## src/rtl/core/bba_pkg.sv

```systemverilog
package bba_pkg;

  localparam int unsigned MaxBlocks = 32;
  localparam int unsigned AddrW     = 32;
  localparam int unsigned SizeW     = 24;
  localparam int unsigned CountW    = 6;
  localparam int unsigned IdxW      = 5;
  localparam int unsigned CfgIdxW   = 2;
  localparam int unsigned DivSteps  = AddrW;
  localparam int unsigned DivCntW   = $clog2(DivSteps + 1);
  localparam int unsigned ProdW     = SizeW + IdxW;

  typedef enum logic [1:0] {
    ST_OK      = 2'd0,
    ST_FULL    = 2'd1,
    ST_INVALID = 2'd2
  } status_e;

  typedef enum logic {
    FUNC_ALLOC = 1'b0,
    FUNC_FREE  = 1'b1
  } func_e;

  typedef enum logic [CfgIdxW-1:0] {
    CFG_BASE_ADDRESS = 2'd0,
    CFG_BLOCK_SIZE   = 2'd1,
    CFG_BLOCK_COUNT  = 2'd2
  } cfg_idx_e;

  typedef enum logic [2:0] {
    S_IDLE,
    S_SCAN,
    S_MUL,
    S_ADD,
    S_DIV,
    S_DONE
  } state_e;

  typedef struct packed {
    logic             func;
    logic [AddrW-1:0] free_address;
  } req_t;

  typedef struct packed {
    logic [1:0]       status;
    logic [AddrW-1:0] block_address;
    logic [IdxW-1:0]  block_index;
  } rsp_t;

  typedef struct packed {
    logic             start;
    logic [AddrW-1:0] dividend;
    logic [SizeW-1:0] divisor;
  } div_req_t;

endpackage

```

## src/rtl/core/bba_divider.sv

```systemverilog
module bba_divider (
  input  logic                      clk_i,
  input  logic                      rst_ni,
  input  bba_pkg::div_req_t         req_i,
  output logic                      done_o,
  output logic [bba_pkg::AddrW-1:0] quot_o
);
  import bba_pkg::*;

  logic               busy_q, busy_d;
  logic               done_q, done_d;
  logic [DivCntW-1:0] cnt_q, cnt_d;
  logic [SizeW-1:0]   rem_q, rem_d;
  logic [SizeW-1:0]   dvs_q, dvs_d;
  logic [AddrW-1:0]   quot_q, quot_d;
  logic [SizeW:0]     trial;
  logic [SizeW+1:0]   diff;
  logic               ge;

  assign trial = {rem_q, quot_q[AddrW-1]};
  assign diff  = {1'b0, trial} - {2'b00, dvs_q};
  assign ge    = ~diff[SizeW+1];

  always_comb begin
    busy_d = busy_q;
    done_d = 1'b0;
    cnt_d  = cnt_q;
    rem_d  = rem_q;
    dvs_d  = dvs_q;
    quot_d = quot_q;
    if (req_i.start) begin
      busy_d = 1'b1;
      cnt_d  = DivCntW'(DivSteps);
      rem_d  = '0;
      dvs_d  = req_i.divisor;
      quot_d = req_i.dividend;
    end else if (busy_q) begin
      rem_d  = ge ? diff[SizeW-1:0] : trial[SizeW-1:0];
      quot_d = {quot_q[AddrW-2:0], ge};
      cnt_d  = cnt_q - DivCntW'(1);
      if (cnt_q == DivCntW'(1)) begin
        busy_d = 1'b0;
        done_d = 1'b1;
      end
    end
  end

  always_ff @(posedge clk_i or negedge rst_ni) begin
    if (!rst_ni) begin
      busy_q <= 1'b0;
      done_q <= 1'b0;
      cnt_q  <= '0;
    end else begin
      busy_q <= busy_d;
      done_q <= done_d;
      cnt_q  <= cnt_d;
    end
  end

  always_ff @(posedge clk_i) begin
    rem_q  <= rem_d;
    dvs_q  <= dvs_d;
    quot_q <= quot_d;
  end

  assign done_o = done_q;
  assign quot_o = quot_q;

  a_start_idle: assert property (@(posedge clk_i) disable iff (!rst_ni)
    req_i.start |-> !busy_q) else $error("divider restarted while busy");

  a_done_after_busy: assert property (@(posedge clk_i) disable iff (!rst_ni)
    done_q |-> $past(busy_q)) else $error("divider done without a run");

  a_busy_count: assert property (@(posedge clk_i) disable iff (!rst_ni)
    busy_q |-> cnt_q != '0) else $error("divider busy with empty step count");

endmodule

```

## src/rtl/core/bitmap_block_allocator.sv

```systemverilog
// Fixed-block pool allocator. An allocate transfer claims the lowest free block below
// block_count (capped at 32) and returns base_address + block_size * index; a free transfer
// divides (free_address - base_address) by block_size and releases that block. Status is
// 0 ok, 1 pool full, 2 invalid or unallocated free. One request is in progress at a time:
// an allocate goes straight to the result when the count is already full, otherwise it
// scans the bitmap one bit per cycle up to the index found, then multiplies and adds; a free
// runs the 32-step restoring divider, or skips it when block_size is zero. A finished result
// sits in the output register, so the next request is taken while it waits.
// Configuration writes leave the bitmap and count unchanged.
module bitmap_block_allocator (
  input  logic                        clk_i,
  input  logic                        rst_ni,
  input  logic                        cfg_we_i,
  input  logic [bba_pkg::CfgIdxW-1:0] cfg_idx_i,
  input  logic [bba_pkg::AddrW-1:0]   cfg_wdata_i,
  input  logic                        in_valid_i,
  output logic                        in_ready_o,
  input  bba_pkg::req_t               in_data_i,
  output logic                        out_valid_o,
  input  logic                        out_ready_i,
  output bba_pkg::rsp_t               out_data_o
);
  import bba_pkg::*;

  state_e              state_q, state_d;
  logic [AddrW-1:0]    base_q;
  logic [SizeW-1:0]    bsize_q;
  logic [CountW-1:0]   bcount_q;
  logic [MaxBlocks-1:0] map_q, map_d;
  logic [CountW-1:0]   count_q, count_d;
  logic [CountW-1:0]   idx_q, idx_d;
  logic [ProdW-1:0]    prod_q, prod_d;
  rsp_t                res_q, res_d;
  rsp_t                out_q, out_d;
  logic                out_valid_q, out_valid_d;
  logic [CountW-1:0]   pool_n;
  logic                accept, alloc_full, scan_end, scan_hit, free_bad, out_free, bsize_zero;
  div_req_t            div_req;
  logic                div_done;
  logic [AddrW-1:0]    quot;

  assign pool_n     = (bcount_q > CountW'(MaxBlocks)) ? CountW'(MaxBlocks) : bcount_q;
  assign in_ready_o = (state_q == S_IDLE);
  assign accept     = in_valid_i && in_ready_o;
  assign alloc_full = (count_q >= pool_n);
  assign bsize_zero = (bsize_q == '0);
  assign scan_end   = (idx_q >= pool_n);
  assign scan_hit   = !map_q[idx_q[IdxW-1:0]];
  assign free_bad   = (quot >= AddrW'(pool_n)) || !map_q[quot[IdxW-1:0]];
  assign out_free   = !out_valid_q || out_ready_i;

  assign div_req.start    = accept && (in_data_i.func == FUNC_FREE) && !bsize_zero;
  assign div_req.dividend = in_data_i.free_address - base_q;
  assign div_req.divisor  = bsize_q;

  bba_divider u_div (
    .clk_i  (clk_i),
    .rst_ni (rst_ni),
    .req_i  (div_req),
    .done_o (div_done),
    .quot_o (quot)
  );

  always_ff @(posedge clk_i or negedge rst_ni) begin
    if (!rst_ni) begin
      base_q   <= '0;
      bsize_q  <= SizeW'(1);
      bcount_q <= '0;
    end else if (cfg_we_i) begin
      unique case (cfg_idx_i)
        CFG_BASE_ADDRESS: base_q   <= cfg_wdata_i;
        CFG_BLOCK_SIZE:   bsize_q  <= cfg_wdata_i[SizeW-1:0];
        CFG_BLOCK_COUNT:  bcount_q <= cfg_wdata_i[CountW-1:0];
        default: ;
      endcase
    end
  end

  always_comb begin
    state_d = state_q;
    unique case (state_q)
      S_IDLE: begin
        if (accept) begin
          if (in_data_i.func == FUNC_ALLOC) begin
            state_d = alloc_full ? S_DONE : S_SCAN;
          end else begin
            state_d = bsize_zero ? S_DONE : S_DIV;
          end
        end
      end
      S_SCAN: begin
        if (scan_end) begin
          state_d = S_DONE;
        end else if (scan_hit) begin
          state_d = S_MUL;
        end
      end
      S_MUL:  state_d = S_ADD;
      S_ADD:  state_d = S_DONE;
      S_DIV: begin
        if (div_done) begin
          state_d = S_DONE;
        end
      end
      S_DONE: begin
        if (out_free) begin
          state_d = S_IDLE;
        end
      end
      default: state_d = S_IDLE;
    endcase
  end

  always_comb begin
    map_d       = map_q;
    count_d     = count_q;
    idx_d       = idx_q;
    prod_d      = prod_q;
    res_d       = res_q;
    out_d       = out_q;
    out_valid_d = out_valid_q && !out_ready_i;
    unique case (state_q)
      S_IDLE: begin
        idx_d = '0;
        if (accept) begin
          res_d.block_address = '0;
          res_d.block_index   = '0;
          res_d.status        = (in_data_i.func == FUNC_ALLOC) ? ST_FULL : ST_INVALID;
        end
      end
      S_SCAN: begin
        if (!scan_end && !scan_hit) begin
          idx_d = idx_q + CountW'(1);
        end
      end
      S_MUL: prod_d = ProdW'(bsize_q) * ProdW'(idx_q[IdxW-1:0]);
      S_ADD: begin
        res_d.status        = ST_OK;
        res_d.block_address = base_q + AddrW'(prod_q);
        res_d.block_index   = idx_q[IdxW-1:0];
        map_d[idx_q[IdxW-1:0]] = 1'b1;
        count_d = count_q + CountW'(1);
      end
      S_DIV: begin
        if (div_done && !free_bad) begin
          res_d.status      = ST_OK;
          res_d.block_index = quot[IdxW-1:0];
          map_d[quot[IdxW-1:0]] = 1'b0;
          if (count_q != '0) begin
            count_d = count_q - CountW'(1);
          end
        end
      end
      S_DONE: begin
        if (out_free) begin
          out_d       = res_q;
          out_valid_d = 1'b1;
        end
      end
      default: ;
    endcase
  end

  always_ff @(posedge clk_i or negedge rst_ni) begin
    if (!rst_ni) begin
      state_q     <= S_IDLE;
      map_q       <= '0;
      count_q     <= '0;
      idx_q       <= '0;
      out_valid_q <= 1'b0;
    end else begin
      state_q     <= state_d;
      map_q       <= map_d;
      count_q     <= count_d;
      idx_q       <= idx_d;
      out_valid_q <= out_valid_d;
    end
  end

  always_ff @(posedge clk_i) begin
    prod_q <= prod_d;
    res_q  <= res_d;
    out_q  <= out_d;
  end

  assign out_valid_o = out_valid_q;
  assign out_data_o  = out_q;

  a_count_matches_map: assert property (@(posedge clk_i) disable iff (!rst_ni)
    count_q == CountW'($countones(map_q))) else $error("used count differs from bitmap");

  a_full_zero: assert property (@(posedge clk_i) disable iff (!rst_ni)
    out_valid_q && (out_q.status != ST_OK) |-> out_q.block_address == '0 &&
      out_q.block_index == '0) else $error("error result with non-zero payload");

  a_busy_after_accept: assert property (@(posedge clk_i) disable iff (!rst_ni)
    accept |=> state_q != S_IDLE) else $error("accepted request dropped");

endmodule
```

## config.mk

```make
export PLATFORM = sky130hd
export DESIGN_NAME = bitmap_block_allocator
export DESIGN_NICKNAME = d
export VERILOG_FILES = /design/src/rtl/core/bba_pkg.sv /design/src/rtl/core/bba_divider.sv /design/src/rtl/core/bitmap_block_allocator.sv
export SDC_FILE = /design/constraint.sdc
export NUM_CORES = 1
export LEC_CHECK = 0
export BUFFER_PORTS_ARGS = -buffer_cell sky130_fd_sc_hd__buf_2
export CAP_MARGIN = 20
export CORE_MARGIN = 5
export CORE_UTILIZATION = 60
export CTS_CLUSTER_DIAMETER = 30
export DETAILED_ROUTE_END_ITERATION = 8
export GPL_TIMING_DRIVEN = 0
export PLACE_DENSITY = 0.79
export SLEW_MARGIN = 0
export SYNTH_ARGS = -nofsm -noshare
export SYNTH_HDL_FRONTEND = slang
export SYNTH_SLANG_ARGS = --single-unit
```

## constraint.sdc

```tcl
create_clock -name clk_i -period 12.8 [get_ports clk_i]
set_input_delay 0.64 -clock clk_i [delete_from_list [all_inputs] [get_ports clk_i]]
set_output_delay 0.64 -clock clk_i [all_outputs]
set_load 0.005 [all_outputs]
```

* Word-level counts from Yosys, hierarchy flattened
Cells that the tools add are included.
** Storage, ports and cells
- Register bits :: 305
- Input port bits :: 72
- Word-level logic and storage cells :: 136
** Operators by class
- Add/sub/neg operators :: 7
- $mul :: 1
- Magnitude comparators :: 8
- Equality and inequality tests :: 15
- Multiplexer cells :: 45
- Bitwise gates (word level) :: 4
- Reductions and logical operators :: 35
** Operators by type and width (number)
- $pmux W32 S2 :: 2
- $mux W32 :: 3
- $mux W39 :: 1
- $mux W6 :: 6
- $add A32 B29 Y32 :: 1
- $and A32 B32 Y32 :: 1
- $ge A32 B6 Y1 :: 1
- $not A32 Y32 :: 1
- $or A32 B32 Y32 :: 1
- $sub A32 B32 Y32 :: 1
- $mul A24 B5 Y29 :: 1
- $sub A25 B24 Y26 :: 1
- $logic_not A24 Y1 :: 1
- $mux W24 :: 1
- $pmux W6 S2 :: 2
- $mux W3 :: 7
- $pmux W3 S6 :: 1
- $pmux W5 S3 :: 1
- $reduce_and A2 Y1 :: 7
- $mux W1 :: 13
- $add A6 B1 Y6 const B :: 2
- $ge A6 B6 Y1 :: 2
- $lt A5 B6 Y1 const B :: 2
- $sub A6 B1 Y6 const B :: 2
- other kinds (27) :: 54

* Logic depth before layout (Yosys ltp)
Gate-level depths: netlist of the first run.
- Depth after elaboration :: 8
- Depth in mapped cells :: 19
- Gate-level depth less buffers :: 17

* Hierarchy
From an unflattened synthesis of the first run, not the netlist that was laid out.
** Second synthesis, totals
- Cell total of the unflattened synthesis :: 2041
- Area total of the unflattened synthesis :: 20786.2 µm²
** By module, submodules not included
- bitmap_block_allocator :: times used 1, cells an instance 1609, area each 15979.1 µm²
- bba_divider :: times used 1, cells an instance 432, area each 4807.1 µm²

* Least setup slack after synthesis of the first run
OpenSTA, ideal clock, no wires.
- Path type :: reg-to-reg
- Start :: reg idx_q[2]
- End :: reg prod_q[28], data pin
- Library setup time :: 0.258 ns
- Arrival :: 4.905 ns
- Data required time :: 12.542 ns
- Slack :: 7.638 ns
- Cell stages (with the launch flop) :: 20
- Path buffers :: 3
- Clock period less this slack :: 5.162 ns
- Cell sequence :: dfrtp_1 -> clkbuf_1 -> buf_1 -> clkbuf_1 -> and2_1 -> fa_1 -> fa_1 -> inv_1 -> fa_1 -> inv_1 -> ha_1 -> o21a_1 -> o21ai_1 -> o32ai_2 -> a221oi_4 -> o221ai_2 -> or4_1 -> a31o_1 -> a21oi_2 -> xnor2_1
** On the way
- Word-level cells in the longest chain between the ends :: 1
** Ends and longest elaborated chain
- start, declared :: line bitmap_block_allocator.sv:31 : logic [CountW-1:0] idx_q, idx_d;
- start signal, assigned :: line bitmap_block_allocator.sv:175 : idx_q <= idx_d;
- $mul A24 B5 Y29 :: line bitmap_block_allocator.sv:136 : S_MUL: prod_d = ProdW'(bsize_q) * ProdW'(idx_q[IdxW-1:0]);
- end signal, assigned :: line bitmap_block_allocator.sv:181 : prod_q <= prod_d;
- end, declared :: line bitmap_block_allocator.sv:32 : logic [ProdW-1:0] prod_q, prod_d;
Every way passes these cells.
A chain may end at the register's enable or synchronous reset.

* Worst setup path in the final report of the first run
- Start :: reg idx_q[4]
- End :: reg prod_q[28], data pin
The elaborated chain is that of the path after synthesis.

==> key figures, run 1 <==
Outcome
  – Status: completed

Global route
  – Initial antenna violation count: 3
  – Met3 Use GR: 6.27%
  – Largest net degree at the start of global routing: 61
  – GRT met2 Usage: 49.0%
  – Global-route wire length before repair: 94.3 mm
  – Remaining global-route overflow: 0
  – Vias in the first global route: 17417
  – Met1 global-route usage: 40.6%
  – GR peak layer: met2
  – All-Layer GR Usage: 31.0%

Route
  – Drt drc: 0
  – Via Count: 17275
  – Post-route ant nets: 0
  – DR WL/cell: 21.9 µm
  – Via/cell ratio: 6.33
  – Routed WL: 59.8 mm
  – 1st-pass router iterations: 8
  – Initial DRC count: 1921

STA
  – Shortest period the worst path allows: 6.51 ns
  – Final period util: 50.8%
  – PnR worst setup slack: 6.29 ns
  – Final hold slack: 0.0701 ns
  – Relative slew slack: 21.3%
  – TNS Setup: 0 ns
  – Final setup vio count: 0
  – Worst-margin pin slew: 1.17 ns
  – Peak Freq: 0.154 GHz
  – Clock skew: 0.0296 ns
  – Endpoints failing hold: 0
  – Unrepaired setup endpoints after global routing: false
  – Final Slew Violations: 0

Die
  – FP Rows: 67
  – Die Wd: 195 µm
  – Core region area: 33700 µm²
  – Die Area: 38000 µm²
  – Die Ht: 195 µm
  – Initial Utilization: 60.9%
  – I/O pins: 113

Worst setup path
  – WP data arrival: 6.78 ns
  – Data required, critical path: 13.07 ns
  – Critical-path maximum fanout: 10
  – Crit path kind: reg2reg
  – R2R cell count: 19
  – Critical path startpoint category: flop
  – R2r setup slk: 6.29 ns
  – Endpoint type of the worst setup path: flop
  – Worst flop-to-flop path endpoint: prod_q[28]
  – FF-to-FF Start: idx_q[4]

CTS
  – Clock Pin Slew Worst Setup and Hold Paths: 0.05 ns
  – Post_cts resized: 0
  – Sink Count: 305
  – Clock Latency Late Sink: 0.57 ns
  – Clock buffer count from CTS: 71
  – H-tree depth: 3
  – Hold Buf Count CTS: 0
  – Root buffer cell: clkbuf_16
  – Post CTS Setup Buffer Count: 0
  – TritonCTS clock tree: yes
  – Clock Tree Buf Depth: 3

Final layout
  – Most frequent cells in the layout: nand2_1, inv_1, edfxtp_1
  – Reg area: 8330 µm²
  – Layout cells sized above 1: 14.7%
  – Area delta synth->final: 18.4%
  – Commonest non-fill, non-tap cell in the layout: nand2_1
  – Fill count: 2313
  – Final #Nets: 2513
  – Final Non-Filler Cells: 2731
  – Multi-input logic area: 11300 µm²

Placed design
  – DP HPWL: 42.9 mm
  – IO buf count: 112
  – RD Place Congestion: 0.977
  – Post-placement worst setup slack: 6.47 ns
  – DP Cell Count: 2597

Logic synthesis
  – Synthesis-stage register bit count: 305
  – EDFF count, synth: 163
  – Post-synthesis sequential area ratio: 40.6%
  – Synth Flop Type: edfxtp_1
  – Ys async rst share: 38.7%
  – Mapped Nets: 2323
  – Syn avg cell area: 10.1 µm²
  – Syn Std Cell Area: 20500 µm²
  – Post-synthesis cell type count: 88
  – Synth warn: 0
  – Mapped Cells: 2032

Power and ir drop
  – Peak supply drop: 124 µV
  – Logic pwr share: 36.6%
  – Switching power: 0.00206 W
  – Switching share of power: 37.3%
  – Leakage: 10.9 nW
  – Power per cell area: 227 nW/µm²
  – Seq pwr share: 28.9%
  – Internal power: 0.00346 W
  – Clock Power Share: 34.5%

Min path
  – Hold Crit Class: in2async

Run
  – Max cap viols: 0
==> state kept, by name (all words and copies together) (netlist names), 3 cells and up <==
signal	count
bsize_q	24
idx_q	6
out_data_o	39
u_div.cnt_q	6
map_q	32
base_q	32
u_div.quot_o	32
u_div.dvs_q	24
state_q	3
bcount_q	6
u_div.rem_q	24
res_q	39
count_q	6
prod_q	29
==> how the worst max path moves through the flow <==
stage                     slack (ns)     start         end  cells after the start
final                           6.29  idx_q[4]  prod_q[28]                     19
after CTS                       6.44  idx_q[3]  prod_q[28]                     19
after global routing            6.04  idx_q[4]  prod_q[28]                     19
after global placement          6.57  idx_q[2]  prod_q[28]                     19
after floorplan                 7.64  idx_q[2]  prod_q[28]                     19
after detailed placement        6.47  idx_q[3]  prod_q[28]                     19
==> synthesized netlist by cell type (all sizes together) (8+ instances only) <==
library cell | number | area, µm²
mux4 | 17 | 383
edfxtp | 163 | 4890
o21a | 13 | 97.6
and3 | 12 | 75.1
nor3 | 25 | 125
nand2 | 208 | 781
nor2 | 105 | 399
o2bb2ai | 18 | 158
nand3 | 31 | 155
and2 | 94 | 589
a211oi | 16 | 120
clkbuf | 62 | 233
o31ai | 8 | 60.1
nand3b | 10 | 75.1
xnor2 | 65 | 569
nand4 | 18 | 113
o21ai | 157 | 786
dfrtp | 117 | 2930
fa | 70 | 1400
buf | 8 | 45.0
a21oi | 115 | 591
nor3b | 12 | 90.1
nor4 | 18 | 119
dfxtp | 24 | 480
mux2i | 23 | 230
nor2b | 17 | 106
a21o | 63 | 477
o211ai | 12 | 90.1
mux2 | 33 | 372
xor2 | 39 | 342
inv | 179 | 672
ha | 149 | 1860
nand2b | 25 | 156
==> power groups by stage <==
| stage | sequential (W) | combinational [W] | clock (W) |
|---|---|---|---|
| detailed placement | 0.00159 | 0.00192 | 0 |
| CTS | 0.00159 | 0.00197 | 0.00191 |
| finish | 0.00160 | 0.00202 | 0.00191 |
| floorplan | 0.00152 | 0.00143 | 0 |
| global route | 0.00162 | 0.00220 | 0.00197 |
| global placement | 0.00159 | 0.00183 | 0 |
==> metrics by stage <==
step	power, W	cell area (µm²)	util, %
global route	0.00579	24300	72.2
global placement	0.00342	21700	64.3
detailed placement	0.00352	21800	64.7
floorplan	0.00295	20500	-
CTS	0.00547	24300	72.2
finish	0.00552	24300	72.2
==> critical path: stages, from the launching register on <==
cell	delay, ns
dfrtp_1	0.36
clkbuf_1	0.49
clkbuf_1	0.65
clkbuf_1	0.38
and2_1	0.22
fa_1	0.42
fa_1	0.55
inv_1	0.06
fa_1	0.54
inv_1	0.05
ha_1	0.24
a2111oi_4	0.29
a21boi_2	0.28
o32ai_2	0.16
a221oi_4	0.38
o221ai_2	0.16
or4_1	0.47
a31o_1	0.25
a21oi_2	0.14
xnor2_1	0.11
==> per-layer routing <==
metal	routed length (µm)	vias up	share of wire, %
li1	-	7618	-
met1	23200	8378	39
met2	27300	1009	46
met3	5450	268	9.1
met4	3790	2	6.3
met5	18	-	0.030
==> logic make-up (layout without fill, tap and decap cells) <==
logic type | after synthesis | in the layout | share of synthesized area, %
simple gates | 600 | 600 | 14.5
compound gates | 481 | 481 | 15.2
flops | 305 | 305 | 40.6
buf+inv | 250 | 499 | 4.64
fa+ha+maj | 219 | 219 | 15.9
xor+xnor | 104 | 104 | 4.44
mux | 73 | 73 | 4.79
other cells | 0 | 2 | 0
==> layout make-up <==
cell class / instances / share of cell area [%]
multi-input cells: 1477 / 46.4
flip-flops and latches: 305 / 34.2
clock buffers: 85 / 8.12
inverters: 180 / 2.78
repair buffers: 117 / 2.72
well taps: 448 / 2.30
clock inverters: 47 / 2.26
plain buffers: 70 / 1.15
diodes: 2 / 0.0206
Note: power is estimated with default switching activity, not from simulation.
==> run 2: changes to the inputs <==
clock period = 6.05 ns   (was 12.8 ns; I/O delays follow)
==> run 2 against run 1 <==
Net effect: via count is essentially flat; critical path depth shrank 2; combinational power grew 110%; sequential power grew 110%; clock skew increased by 0.0019 ns; global-route usage rose by 0.23 points; flip-flop and latch count did not move; fmax rose by 13%; critical endpoint unchanged; largest power group unchanged; highest routed layer unchanged.
==> key figures, run 2 (same netlist as run 1, synthesis figures left out) <==
STA
  – Worst-margin pin slew: 1.13 ns (-0.0358 ns)
  – Final period util: 95.1% (+44 points)
  – Final Slew Violations: 0 (unchanged)
  – Relative slew slack: 24.1% (+2.8 points)
  – Final setup vio count: 0 (unchanged)
  – Clock skew: 0.0314 ns (+0.00185 ns)
  – TNS Setup: 0 ns (unchanged)
  – PnR worst setup slack: 0.299 ns (-6.00 ns)
  – Endpoints failing hold: 0 (unchanged)
  – Peak Freq: 0.174 GHz (+13%)
  – Unrepaired setup endpoints after global routing: false
  – Shortest period the worst path allows: 5.75 ns (-0.754 ns)

Die
  – Die Ht: 195 µm (unchanged)
  – Die Area: 38000 µm² (unchanged)
  – Die Wd: 195 µm (unchanged)
  – I/O pins: 113 (unchanged)
  – Initial Utilization: 60.9% (unchanged)
  – Core region area: 33700 µm² (unchanged)
  – FP Rows: 67 (unchanged)

Outcome
  – Status: completed

Route
  – Via Count: 17283 (+0.046%)
  – Initial DRC count: 1888 (-1.7%)
  – 1st-pass router iterations: 6 (-2)
  – Post-route ant nets: 0 (unchanged)
  – Routed WL: 60.3 mm (+0.88%)
  – Drt drc: 0 (unchanged)
  – DR WL/cell: 22.0 µm (+0.55%)
  – Via/cell ratio: 6.31 (-0.28%)

CTS
  – H-tree depth: 3 (unchanged)
  – Clock Latency Late Sink: 0.57 ns (about the same)
  – Root buffer cell: clkbuf_16
  – Clock Tree Buf Depth: 3 (unchanged)
  – Sink Count: 305 (unchanged)
  – Post CTS Setup Buffer Count: 0 (unchanged)
  – Clock buffer count from CTS: 71 (unchanged)
  – TritonCTS clock tree: yes
  – Clock Pin Slew Worst Setup and Hold Paths: 0.05 ns (about the same)

Power and ir drop
  – Peak supply drop: 263 µV (+110%)
  – Power per cell area: 478 nW/µm² (+110%)
  – Leakage: 11.0 nW (+0.62%)

Global route
  – Largest net degree at the start of global routing: 61 (unchanged)
  – All-Layer GR Usage: 31.2% (+0.23 points)
  – Vias in the first global route: 17517 (+0.57%)
  – Global-route wire length before repair: 95.0 mm (+0.73%)
  – Remaining global-route overflow: 0 (unchanged)
  – Initial antenna violation count: 3 (unchanged)

Worst setup path
  – Worst setup path startpoint: idx_q[2]
  – Critical path startpoint category: flop
  – Critical-path maximum fanout: 19 (+9)
  – Endpoint type of the worst setup path: flop
  – Crit path kind: reg2reg
  – Crit path cell chain: buf_2 -> and2_1 -> fa_1 -> fa_1 -> inv_1 -> fa_1 -> inv_1 -> ha_1 -> a2111oi_4 -> a21boi_2 -> o32ai_2 -> a221oi_4 -> o221ai_2 -> or4_1 -> a31o_1 -> a21oi_2 -> xnor2_1
  – WP data arrival: 6.03 ns (-0.75 ns)
  – Slowest-stage cell, CP: fa_1
  – Largest stage delay, worst path: 0.55 ns (-0.10 ns)
  – Data required, critical path: 6.32 ns (-6.75 ns)
  – FF-to-FF Start: idx_q[2]
  – CP dominant cell by count: fa_1

Placed design
  – DP HPWL: 42.9 mm (unchanged)
  – IO buf count: 112 (unchanged)
  – Post-placement worst setup slack: -0.276 ns (-6.75 ns)
  – RD Place Congestion: 0.977 (unchanged)

Final layout
  – Layout cells sized above 1: 15.0% (+0.34 points)
  – Commonest non-fill, non-tap cell in the layout: nand2_1
  – Area delta synth->final: 19.0%
  – Most frequent cells in the layout: nand2_1, inv_1, edfxtp_1
  – Final #Nets: 2522 (+0.36%)

Min path
  – Hold Crit Class: in2reg
  – Hold_sp: cfg_wdata_i[6]

Run
  – Max cap viols: 0 (unchanged)
[run 2: cell count changes in the layout (fill, tap and decap cells not counted)]
cell / previous run / this run
dlygate4sd3_1: 0 / 13
clkbuf_1: 67 / 58
buf_2: 115 / 118
clkbuf_2: 0 / 3
dfrtp_1: 117 / 114
dfrtp_2: 0 / 3
buf_1: 1 / 0
[run 2: layout make-up]
type,count,area [µm²]
diodes,2,5.00
flip-flops and latches,305,8330
clock buffers,85,1980
plain buffers,66,272
inverters,180,676
clock inverters,47,549
multi-input cells,1477,11300
repair buffers,130,791
fillers,2279,9250
well taps,448,561
[run 2: metal layers]
layer / global-route usage (%) / vias to the layer above / share of wire [%]
met5: 0 / - / 0.031
met2: 49.4 / 1062 / 46
met3: 6.57 / 275 / 9.9
li1: - / 7631 / -
met4: 16.4 / 2 / 6.1
met1: 40.7 / 8313 / 38
[run 2: power by group]
group          switching, W  internal, W  total, W
clock network       0.00133      0.00271   0.00404
registers          0.000445      0.00294   0.00338
logic               0.00259      0.00169   0.00427
[run 2: worst max-delay path, delay by kind of cell (launching register included)]
kind,cells,cell delay (ns)
AOI/OAI and AO/OA,7,1.68
xor gates and xnor gates,1,0.10
adders and majority gates,4,1.90
buffers and inverters,3,0.55
DFF,1,0.53
and+or+nand+nor,2,0.68
[run 2: worst paths after layout]
kind	to	slack, ns	depth (start not counted)
worst min-delay path	base_q[6]	0.02	3
worst max register to register	prod_q[28]	0.30	17
min in group asynchronous	out_valid_o	0.30	2
worst min register to register	out_data_o[19]	0.41	0
max in group asynchronous	base_q[27]	4.99	3
worst max-delay path	prod_q[28]	0.30	17
[run 2: what timing repair did]
item | 4_1_cts | 5_1_grt
endpoints found under the hold margin | 72 | 0
gates resized for setup | 3 | 11
pin swaps | 0 | 0
cloned | 0 | 0
hold buffers | 13 | 0
endpoints found under the setup margin | 3 | 3
[run 2: stage by stage]
stage	instances	hold slack, ns	instance area (µm²)	power, W	utilization, %
final	2740	0.0182	24400	0.0117	72.5
after CTS	2739	0.00504	24400	0.0116	72.5
after global placement	2592	0.404	21700	0.00723	64.3
after detailed placement	2597	0.330	21800	0.00744	64.7
after floorplan	2032	0.00691	20500	0.00624	-
after global routing	2739	0.0114	24400	0.0123	72.5
